## src/sv/abc_ram.sv

```systemverilog
// Generic single-write, single-read RAM with a registered read port.
module abc_ram #(
  parameter int WIDTH = 8,
  parameter int DEPTH = 16
) (
  input  logic                     clk,
  input  logic                     we,
  input  logic [$clog2(DEPTH)-1:0] waddr,
  input  logic [WIDTH-1:0]         wdata,
  input  logic                     re,
  input  logic [$clog2(DEPTH)-1:0] raddr,
  output logic [WIDTH-1:0]         rdata
);

  logic [WIDTH-1:0] mem [DEPTH];

  always_ff @(posedge clk) begin
    if (we) begin
      mem[waddr] <= wdata;
    end
    if (re) begin
      rdata <= mem[raddr];
    end
  end

endmodule

```

## config.mk

```make
export PLATFORM = sky130hd
export DESIGN_NAME = abc_ram
export DESIGN_NICKNAME = d
export VERILOG_FILES = /design/src/sv/abc_ram.sv
export SDC_FILE = /design/constraint.sdc
export NUM_CORES = 1
export LEC_CHECK = 0
export ABC_AREA = 1
export BUFFER_PORTS_ARGS = -buffer_cell sky130_fd_sc_hd__buf_2
export CAP_MARGIN = 5
export CORE_ASPECT_RATIO = 0.8
export CORE_UTILIZATION = 30
export CTS_CLUSTER_SIZE = 24
export DETAILED_ROUTE_END_ITERATION = 7
export GPL_TIMING_DRIVEN = 0
export HOLD_SLACK_MARGIN = 0.02
export SLEW_MARGIN = 20
export SYNTH_ARGS = -nofsm -noshare
export SYNTH_HDL_FRONTEND = slang
export SYNTH_SLANG_ARGS = --single-unit
```

## constraint.sdc

```tcl
create_clock -name clk -period 1.3 [get_ports clk]
set_input_delay 0.26 -clock clk [delete_from_list [all_inputs] [get_ports clk]]
set_output_delay 0.26 -clock clk [all_outputs]
set_load 0.005 [all_outputs]
```

==> summary.txt <==
Setup path
  – Data required time of the worst path: 1.36 ns
  – Capture instance of the worst register-to-register path: rdata[4]$_DFFE_PP_
  – Data arrival, critical path: 1.29 ns
  – R2R Path Start: mem[10][4]$_DFFE_PP_
  – Setup crit end kind: flip-flop
  – R2R Setup Slk: 0.11 ns
  – Setup crit end: mem[4][1]$_DFFE_PP_
  – Worst setup startpoint: waddr[3]
  – Cell with the largest stage delay on the worst path: sky130_fd_sc_hd__nor2_2
  – Worst setup path category: in2reg
  – Startpoint type of the worst setup path: input port
  – Cells traversed along the worst timing path: buf_2 > nand3b_1 > nor2_2
  – Peak fanout along the critical path: 8
  – Highest cell delay on the worst timing path: 0.57 ns
  – Depth of the worst register-to-register path: 6

Timing
  – Highest Clock Rate: 809 MHz
  – Count of endpoints failing setup in the final report: 0
  – Number of slew-limit violations in the final report: 0
  – Slew headroom: 48.1%
  – Shortest clock period the worst path allows after layout: 1.24 ns
  – Final worst-path cycle share: 95.1%
  – Endpoints failing hold: 0
  – Transition at the pin with the smallest max-transition slack: 0.776 ns
  – Worst Hold Margin: 0.198 ns
  – Clock Skew: 0.00980 ns
  – Setup_tns: 0 ns

Yosys
  – Post-Synthesis Mean Instance Area: 10.6 um2
  – Cell with the most instances after synthesis: sky130_fd_sc_hd__nand2_1
  – Post-synthesis net count: 570
  – Synth warn: 0
  – Count of distinct cell types in the synthesized netlist: 11
  – Largest cells by area after synthesis: sky130_fd_sc_hd__edfxtp_1 (70%), sky130_fd_sc_hd__nand2_1 (11%), sky130_fd_sc_hd__nand3_1 (8.3%)
  – Commonest register cell after synthesis: sky130_fd_sc_hd__edfxtp_1
  – Synth top area share: 69.8%
  – Seq/Total Area, Yosys: 69.8%
  – Top cell types by occurrence after synthesis: sky130_fd_sc_hd__nand2_1 (173), sky130_fd_sc_hd__edfxtp_1 (136), sky130_fd_sc_hd__inv_1 (100)
  – Cell count after synthesis: 551
  – Post-Synthesis Cell Area: 0.00585 mm2
  – Cell type contributing the most total cell area after synthesis: sky130_fd_sc_hd__edfxtp_1
  – Post-synthesis async set-or-reset flop share: 0%
  – Flip-flop and latch count after synthesis: 136
  – EDFF count, synth: 136

Layout
  – Share of final-layout standard cells stronger than drive strength 1: 15.2%
  – Post-route non-filler standard cell count: 864
  – Count of nets after finishing: 612
  – Number of filler cells placed in the layout: 1917
  – Area growth from synthesis to layout: 18.8%
  – Total inserted antenna cells: 0
  – Design area: 0.00695 mm2

Min path
  – Worst Hold Launch: re
  – Tightest Hold Check Type: in2reg

Status
  – Outcome: finished clean

Detailed routing
  – Metal2 WL: 6.13 mm
  – Avg WL per Cell: 17.1 um
  – Post-detailed-route via-to-cell ratio: 4.49
  – Remaining design rule violation count: 0
  – Count of vias placed by the detailed router: 3879
  – Routed metal-1 wirelength: 7.20 mm
  – Iteration count of the initial detailed-routing pass: 5
  – Topmost layer with routed signal wires: met4
  – Number of design-rule violations left by the first detailed-router iteration: 323
  – Wirelength, routed: 14.8 mm
  – Remaining antenna violation count after routing: 0
  – Met3 wire length: 1.29 mm

Pwr
  – IR Drop Worst-Case VDD: 0.000963 V
  – Power per standard cell area: 1550 mW/mm2
  – Leakage power: 2.92 nW

Placement
  – Count of buffers inserted at the top-level ports: 23
  – Gp weighted congestion: 0.827
  – Placed Cells: 832
  – Placement-stage cell area: 0.00628 mm2
  – Placed wire-length estimate: 9.65 mm

Flow run
  – Count of maximum capacitance violations: 0

Global routing
  – Number of antenna violations at the first check in global routing: 0
  – Aggregate global-route resource usage: 16.2%
  – Via count of the first global-routing pass: 3688
  – Largest net degree at the start of global routing: 17
  – Wire length of the first global-routing pass: 22.7 mm
  – Overflow left after global routing: 0

Clocking
  – Post-CTS Setup Bufs: 0
  – Clk Latency, worst-skew pair: 0.43 ns
  – Number of CTS-inserted buffers: 17
  – Clk root buf: sky130_fd_sc_hd__clkbuf_16
  – Clock tree from TritonCTS: done
  – Count of H-tree levels built during CTS: 4
  – Clock transition at the register clock pins on the worst setup and hold paths after CTS: 0.06 ns
  – Number of buffers between clock root and the deepest sink: 2
  – Count of clock tree sinks: 136

Floorplanning
  – Top Ports: 27
  – Core Footprint: 0.0190 mm2
  – Std-Cell Rows: 45
  – Die width: 158 um
  – Initial Util: 30.7%
  – Vertical die dimension: 127 um
  – Die Outline Area: 0.0201 mm2
## sequential cells by signal, indices dropped and copies added, names as in the netlist
register,count
mem,128
rdata,8
## worst min-delay path by stage
stage | end | slack (ns) | cells after the start
after global routing | rdata[0]$_DFFE_PP_ | 0.19 | 1
after global placement | rdata[1]$_DFFE_PP_ | 0.63 | 1
after detailed placement | rdata[0]$_DFFE_PP_ | 0.63 | 1
final | rdata[1]$_DFFE_PP_ | 0.20 | 1
after CTS | rdata[0]$_DFFE_PP_ | 0.19 | 1
after floorplan | mem[0][0]$_DFFE_PP_ | 0.36 | 0
## power by group
part | switching (W) | internal, W | total [W]
Clock | 0.00189 | 0.00322 | 0.00511
Sequential | 0.0000227 | 0.00494 | 0.00496
Combinational | 0.000479 | 0.000186 | 0.000665
## final cells by class
| class | count | area, um2 | area share, % |
|---|---|---|---|
| inverters | 102 | 383 | 5.51 |
| plain buffers | 24 | 169 | 2.43 |
| clock buffers | 18 | 429 | 6.18 |
| flip-flops and latches | 136 | 4080 | 58.8 |
| multi-input cells | 289 | 1250 | 18.0 |
| repair buffers | 23 | 115 | 1.66 |
| well taps | 258 | 323 | 4.65 |
| clock inverters | 14 | 196 | 2.83 |
## cell usage in the layout (no fill, tap or decap), types with 2 or more instances in the layout
cell and n:
sky130_fd_sc_hd__nor2_2 14, sky130_fd_sc_hd__buf_4 4, sky130_fd_sc_hd__inv_6 3, sky130_fd_sc_hd__nand2_1 173
sky130_fd_sc_hd__nand3_1 97, sky130_fd_sc_hd__nor2_1 3, sky130_fd_sc_hd__edfxtp_1 136, sky130_fd_sc_hd__bufinv_16 4
sky130_fd_sc_hd__nand3b_1 2, sky130_fd_sc_hd__clkinv_4 3, sky130_fd_sc_hd__clkbuf_16 17, sky130_fd_sc_hd__inv_1 100
sky130_fd_sc_hd__buf_2 35, sky130_fd_sc_hd__inv_2 2, sky130_fd_sc_hd__clkinvlp_4 2, sky130_fd_sc_hd__buf_6 6
## routing by layer
metal,vias to the layer above,track usage [%]
li1,1868,-
met3,16,4.58
met4,0,5.03
met2,177,22.6
met5,-,0
met1,1818,24.2
## metrics by stage
stage                     setup WS [ns]  util (%)  power [W]
final                            0.0638      36.5     0.0107
after global routing           -0.00609      36.5     0.0111
after CTS                        0.0158      36.4     0.0108
after detailed placement         -0.533      33.0    0.00570
after global placement           -0.457      33.0    0.00569
after floorplan                  0.0892         -    0.00540
## what timing repair did
item | in CTS | in global routing
cloned | 0 | 0
setup endpoints to repair | 24 | 68
gates resized for setup | 4 | 11
endpoints found under the hold margin | 0 | 0
hold buffers | 0 | 0
## worst max-delay path, delay by kind of cell
family,cells,cell delay (ns)
buf+inv,1,0.12
simple gates,2,0.91
## cell families after synthesis
| kind of cell | after synthesis | synth area share, % |
|---|---|---|
| buf+inv | 126 | 9.39 |
| flops | 136 | 69.8 |
| simple gates | 289 | 20.8 |
(Power assumes the default switching activity.)
