### config.mk
export PLATFORM = sky130hd
export DESIGN_NAME = abc_clear
export DESIGN_NICKNAME = d
export VERILOG_FILES = /design/src/sv/abc_pkg.sv /design/src/sv/abc_clear.sv
export SDC_FILE = /design/constraint.sdc
export NUM_CORES = 1
export LEC_CHECK = 0
export BUFFER_PORTS_ARGS = -buffer_cell sky130_fd_sc_hd__buf_2
export CORE_MARGIN = 2
export CORE_UTILIZATION = 40
export CTS_CLUSTER_DIAMETER = 120
export DETAILED_ROUTE_END_ITERATION = 12
export RECOVER_POWER = 100
export SLEW_MARGIN = 20
export SYNTH_ARGS = -nofsm -noshare
export SYNTH_HDL_FRONTEND = slang
export SYNTH_SLANG_ARGS = --single-unit
### constraint.sdc
create_clock -name clk -period 2.55 [get_ports clk]
set_clock_uncertainty 0.05 [all_clocks]
set_input_delay 0.51 -clock clk [delete_from_list [all_inputs] [get_ports clk]]
set_output_delay 0.51 -clock clk [all_outputs]
set_load 0.02 [all_outputs]
### src/sv/abc_pkg.sv
// Shared constants and types for the add-and-branch-on-carry core.
package abc_pkg;

  localparam int ADDR_BITS_DEF = 16;
  localparam int FIELD_W       = 16;
  localparam int PC_W          = 32;
  localparam int CELL_W        = 8;
  localparam int INSTR_BYTES   = 6;

  localparam logic [FIELD_W-1:0] HALT_TARGET = 16'h7FFF;
  localparam logic [CELL_W-1:0]  CELL_ONE    = 8'h01;

  typedef enum logic {
    REQ_EXEC = 1'b0,
    REQ_READ = 1'b1
  } req_t;

endpackage

### src/sv/abc_clear.sv
// Post-reset sweep that writes the initial value into every cell.
module abc_clear #(
  parameter int ADDR_BITS = abc_pkg::ADDR_BITS_DEF
) (
  input  logic                       clk,
  input  logic                       rst_n,
  output logic                       clr_busy,
  output logic [ADDR_BITS-1:0]       clr_addr,
  output logic [abc_pkg::CELL_W-1:0] clr_data
);

  logic                 busy_r, busy_nxt;
  logic [ADDR_BITS-1:0] cnt_r, cnt_nxt;

  always_comb begin
    busy_nxt = busy_r;
    cnt_nxt  = cnt_r;
    if (busy_r) begin
      cnt_nxt = cnt_r + ADDR_BITS'(1);
      if (cnt_r == {ADDR_BITS{1'b1}}) begin
        busy_nxt = 1'b0;
      end
    end
  end

  always_ff @(posedge clk) begin
    if (!rst_n) begin
      busy_r <= 1'b1;
      cnt_r  <= '0;
    end else begin
      busy_r <= busy_nxt;
      cnt_r  <= cnt_nxt;
    end
  end

  assign clr_busy = busy_r;
  assign clr_addr = cnt_r;
  assign clr_data = (cnt_r == ADDR_BITS'(1)) ? abc_pkg::CELL_ONE : '0;

endmodule

==> key figures <==
Run status
  • Status: completed

Route
  • Vias post-DR: 723
  • DRT antenna net count: 0
  • DR WL/cell: between 10 and 15 um
  • Via-to-Cell Ratio: between 4 and 5
  • Post-Route WL: 1710 um
  • # DRC: 0
  • Starting DRC count in detailed routing: 11
  • DR pass1 iterations: 4

Clock tree
  • Cts repair resizes: 0
  • Cts hold-fix bufs: 0
  • Clock root buffer: clkbuf_4
  • Sink Count: 17
  • H-tree lvl count: 1
  • Setup Fix Bufs, Post-CTS: 0
  • CTS buffer count: 3
  • Clk buf depth: 2
  • Worst-skew pair later-pin latency: ~0.28 ns
  • Worst-path clk slew: 0.09 ns
  • TritonCTS clock tree: yes

Placed design
  • Port Buffers: 19
  • DP Worst Slack: between 0.7 and 0.8 ns
  • Cell area after placement: approximately 1000 um^2
  • Dpl hpwl: between 1000 and 1500 um
  • Gpl congestion: 0.730

Timing
  • # setup viols final: 0
  • Final setup margin: 0.441 ns
  • Setup TNS: 0 ns
  • Period utilisation layout: 82.7%
  • RSZ-0062 raised after global routing: false
  • Final hold vios: 0
  • Fin. max-slew vios: 0
  • Maximum achievable frequency: 474 MHz
  • Final period demand of the worst path: 2.11 ns

Finish
  • P&R area growth vs syn: 3.86%
  • Inserted Diodes: 0
  • # fillers: 236
  • Layout cells sized above 1: around 4.2%
  • Cell area after layout: 942 um^2
  • Core Util, Final: ~43%
  • Nets: approximately 120
  • Most common cell after layout, fill and taps aside: clkbuf_1
  • Commonest non-fill, non-tap cells in the layout: clkbuf_1 (19), dfxtp_1 (17), nor2_1 (14)

Synth
  • Synth Area per Inst: between 9 and 10 um^2
  • Synth warn: 0
  • Netlist cell types: 30
  • Post-synthesis cell area: roughly 910 um^2
  • Synth Register Bits: 17
  • Seq/Total Area, Yosys: approximately 38%
  • Post-Synthesis Cells: 99

Power
  • Worst IR Drop VDD: between 0.3 and 0.4 mV
  • Lkg Pwr: between 0.3 and 0.4 nW
  • Sequential power share: between 60% and 70%
  • Logic gate share of total power: roughly 8.6%
  • Clock power share: 30.5%
  • Int Pwr: roughly 340 uW
  • Power Dens Cells: 481 nW/um^2
  • P_sw: 113 uW
  • Switching Fraction: 24.9%

GRT
  • Initial antenna violation count: 0
  • Pin count of the biggest net entering global routing: 15
  • Number of global-route vias before repair: 626
  • Grt total ovfl: 0
  • GRT Total Usage: about 14%
  • First-pass GRT wire length: 2700 um

Floorplanning
  • Die Ht: 51.6 um
  • Chip Width: 51.6 um
  • CORE AREA: 2170 um^2
  • Initial core utilization: 41.8%
  • Num rows: 17
  • IO Count: 27
  • Full die area: around 2700 um^2

Worst setup path
  • Crit path cell chain: ha_1 > nor4b_1 > and4_1 > clkbuf_1
  • Worst setup SP type: register
  • Critical Path End Type: output pin
  • Cell family with most CP delay: flip-flops
  • Slowest cell on crit path: dfxtp_1
  • Crit path max fanout: 5
  • WP data required: 1.99 ns
  • Worst endpoint data arrival time: 1.55 ns
  • Reg-to-reg slack, setup: 0.72 ns
  • Critical path class: reg -> out
  • Crit-path max cell delay: 0.44 ns
  • Worst path bufs/invs: 1

Job
  • Max Cap Viol: 0

Worst hold path
  • Min-Delay Path Class: in -> reg
kinds of logic (layout without fill, tap and decap cells):
| kind of cell | after synthesis | after routing | share of synthesized area [%] |
|---|---|---|---|
| AO/OA/AOI/OAI | 4 | 4 | 2.90 |
| XOR/XNOR | 12 | 12 | 11.6 |
| adder cells (fa/ha/maj) | 2 | 2 | 2.76 |
| buffers and inverters | 13 | 27 | 8.41 |
| flip-flops | 17 | 17 | 37.5 |
| multiplexers | 2 | 2 | 2.21 |
| other | 1 | 7 | 0.413 |
| AND/OR/NAND/NOR | 48 | 48 | 34.2 |
per-layer routing:
| metal | wire length [um] | GRT usage (%) | share of wire [%] | vias up |
|---|---|---|---|---|
| li1 | - | - | - | 363 |
| met1 | 825 | 17.6 | 48 | 328 |
| met2 | 751 | 21.4 | 44 | 30 |
| met3 | 118 | 4.31 | 6.9 | 2 |
| met4 | 11 | 3.95 | 0.64 | 0 |
| met5 | 0 | 0 | 0 | - |
flip-flops by register name, indices dropped and copies added, names as in the netlist:
| name | count |
|---|---|
| clr_addr | 16 |
| clr_busy | 1 |
worst register-to-register path: cells and delay by family, from the launching register on:
family / cells / cell delay (ns)
flops: 1 / 0.44
simple gates: 3 / 0.84
fa+ha+maj: 1 / 0.26
mux: 1 / 0.17
final timing paths:
path	to	cells after the start	from
worst max-delay path	clr_data[0]	4	clr_addr[0]$_SDFFE_PN0P_
worst min-delay path	clr_busy$_SDFF_PN1_	2	rst_n
worst max register to register	clr_addr[14]$_SDFFE_PN0P_	5	clr_addr[0]$_SDFFE_PN0P_
worst min register to register	clr_addr[14]$_SDFFE_PN0P_	2	clr_addr[14]$_SDFFE_PN0P_
cell type report:
type | count | area [um^2] | area share [%]
well taps | 28 | 35.0 | 3.72
inverters | 4 | 15.0 | 1.59
repair buffers | 19 | 72.6 | 7.70
clock buffers | 4 | 26.3 | 2.79
multi-input cells | 75 | 453 | 48.1
flip-flops and latches | 17 | 340 | 36.1
Yosys cell counts, drive strengths merged:
| master | number | area share [%] |
|---|---|---|
| nand2 | 8 | 3.3 |
| nor4 | 6 | 6.9 |
| a21oi | 1 | 0.55 |
| nor4b | 1 | 0.97 |
| xor2 | 3 | 2.9 |
| conb | 1 | 0.41 |
| or3 | 1 | 0.69 |
| a211oi | 1 | 0.83 |
| buf | 9 | 6.8 |
| o41ai | 1 | 0.97 |
| xnor2 | 9 | 8.7 |
| mux2i | 2 | 2.2 |
| nand2b | 2 | 1.4 |
| ha | 2 | 2.8 |
| nand4 | 3 | 5.4 |
| or2 | 1 | 0.69 |
| nand3 | 5 | 4.7 |
| dfxtp | 17 | 38 |
| o21ai | 1 | 0.55 |
| and4 | 1 | 0.97 |
| and3 | 1 | 0.69 |
| inv | 4 | 1.7 |
| nor3 | 5 | 2.8 |
| nor2 | 14 | 5.8 |
through the flow:
step / cells / power, mW / hold WS, ns
2_1_floorplan: 105 / 0.322 / 0.509
3_3_place_gp: 143 / 0.325 / 0.448
3_5_place_dp: 143 / 0.325 / 0.452
4_1_cts: 147 / 0.464 / 0.382
5_1_grt: 147 / 0.472 / 0.379
6_report: 147 / 0.453 / 0.389
power groups by stage:
stage	combinational (mW)	sequential [mW]	clock, mW
after floorplan	0.0339	0.288	0
after global placement	0.0416	0.283	0
after detailed placement	0.0410	0.284	0
after CTS	0.0413	0.278	0.145
after global routing	0.0425	0.277	0.153
final	0.0390	0.276	0.138
Note: power is estimated with default switching activity, not from simulation.
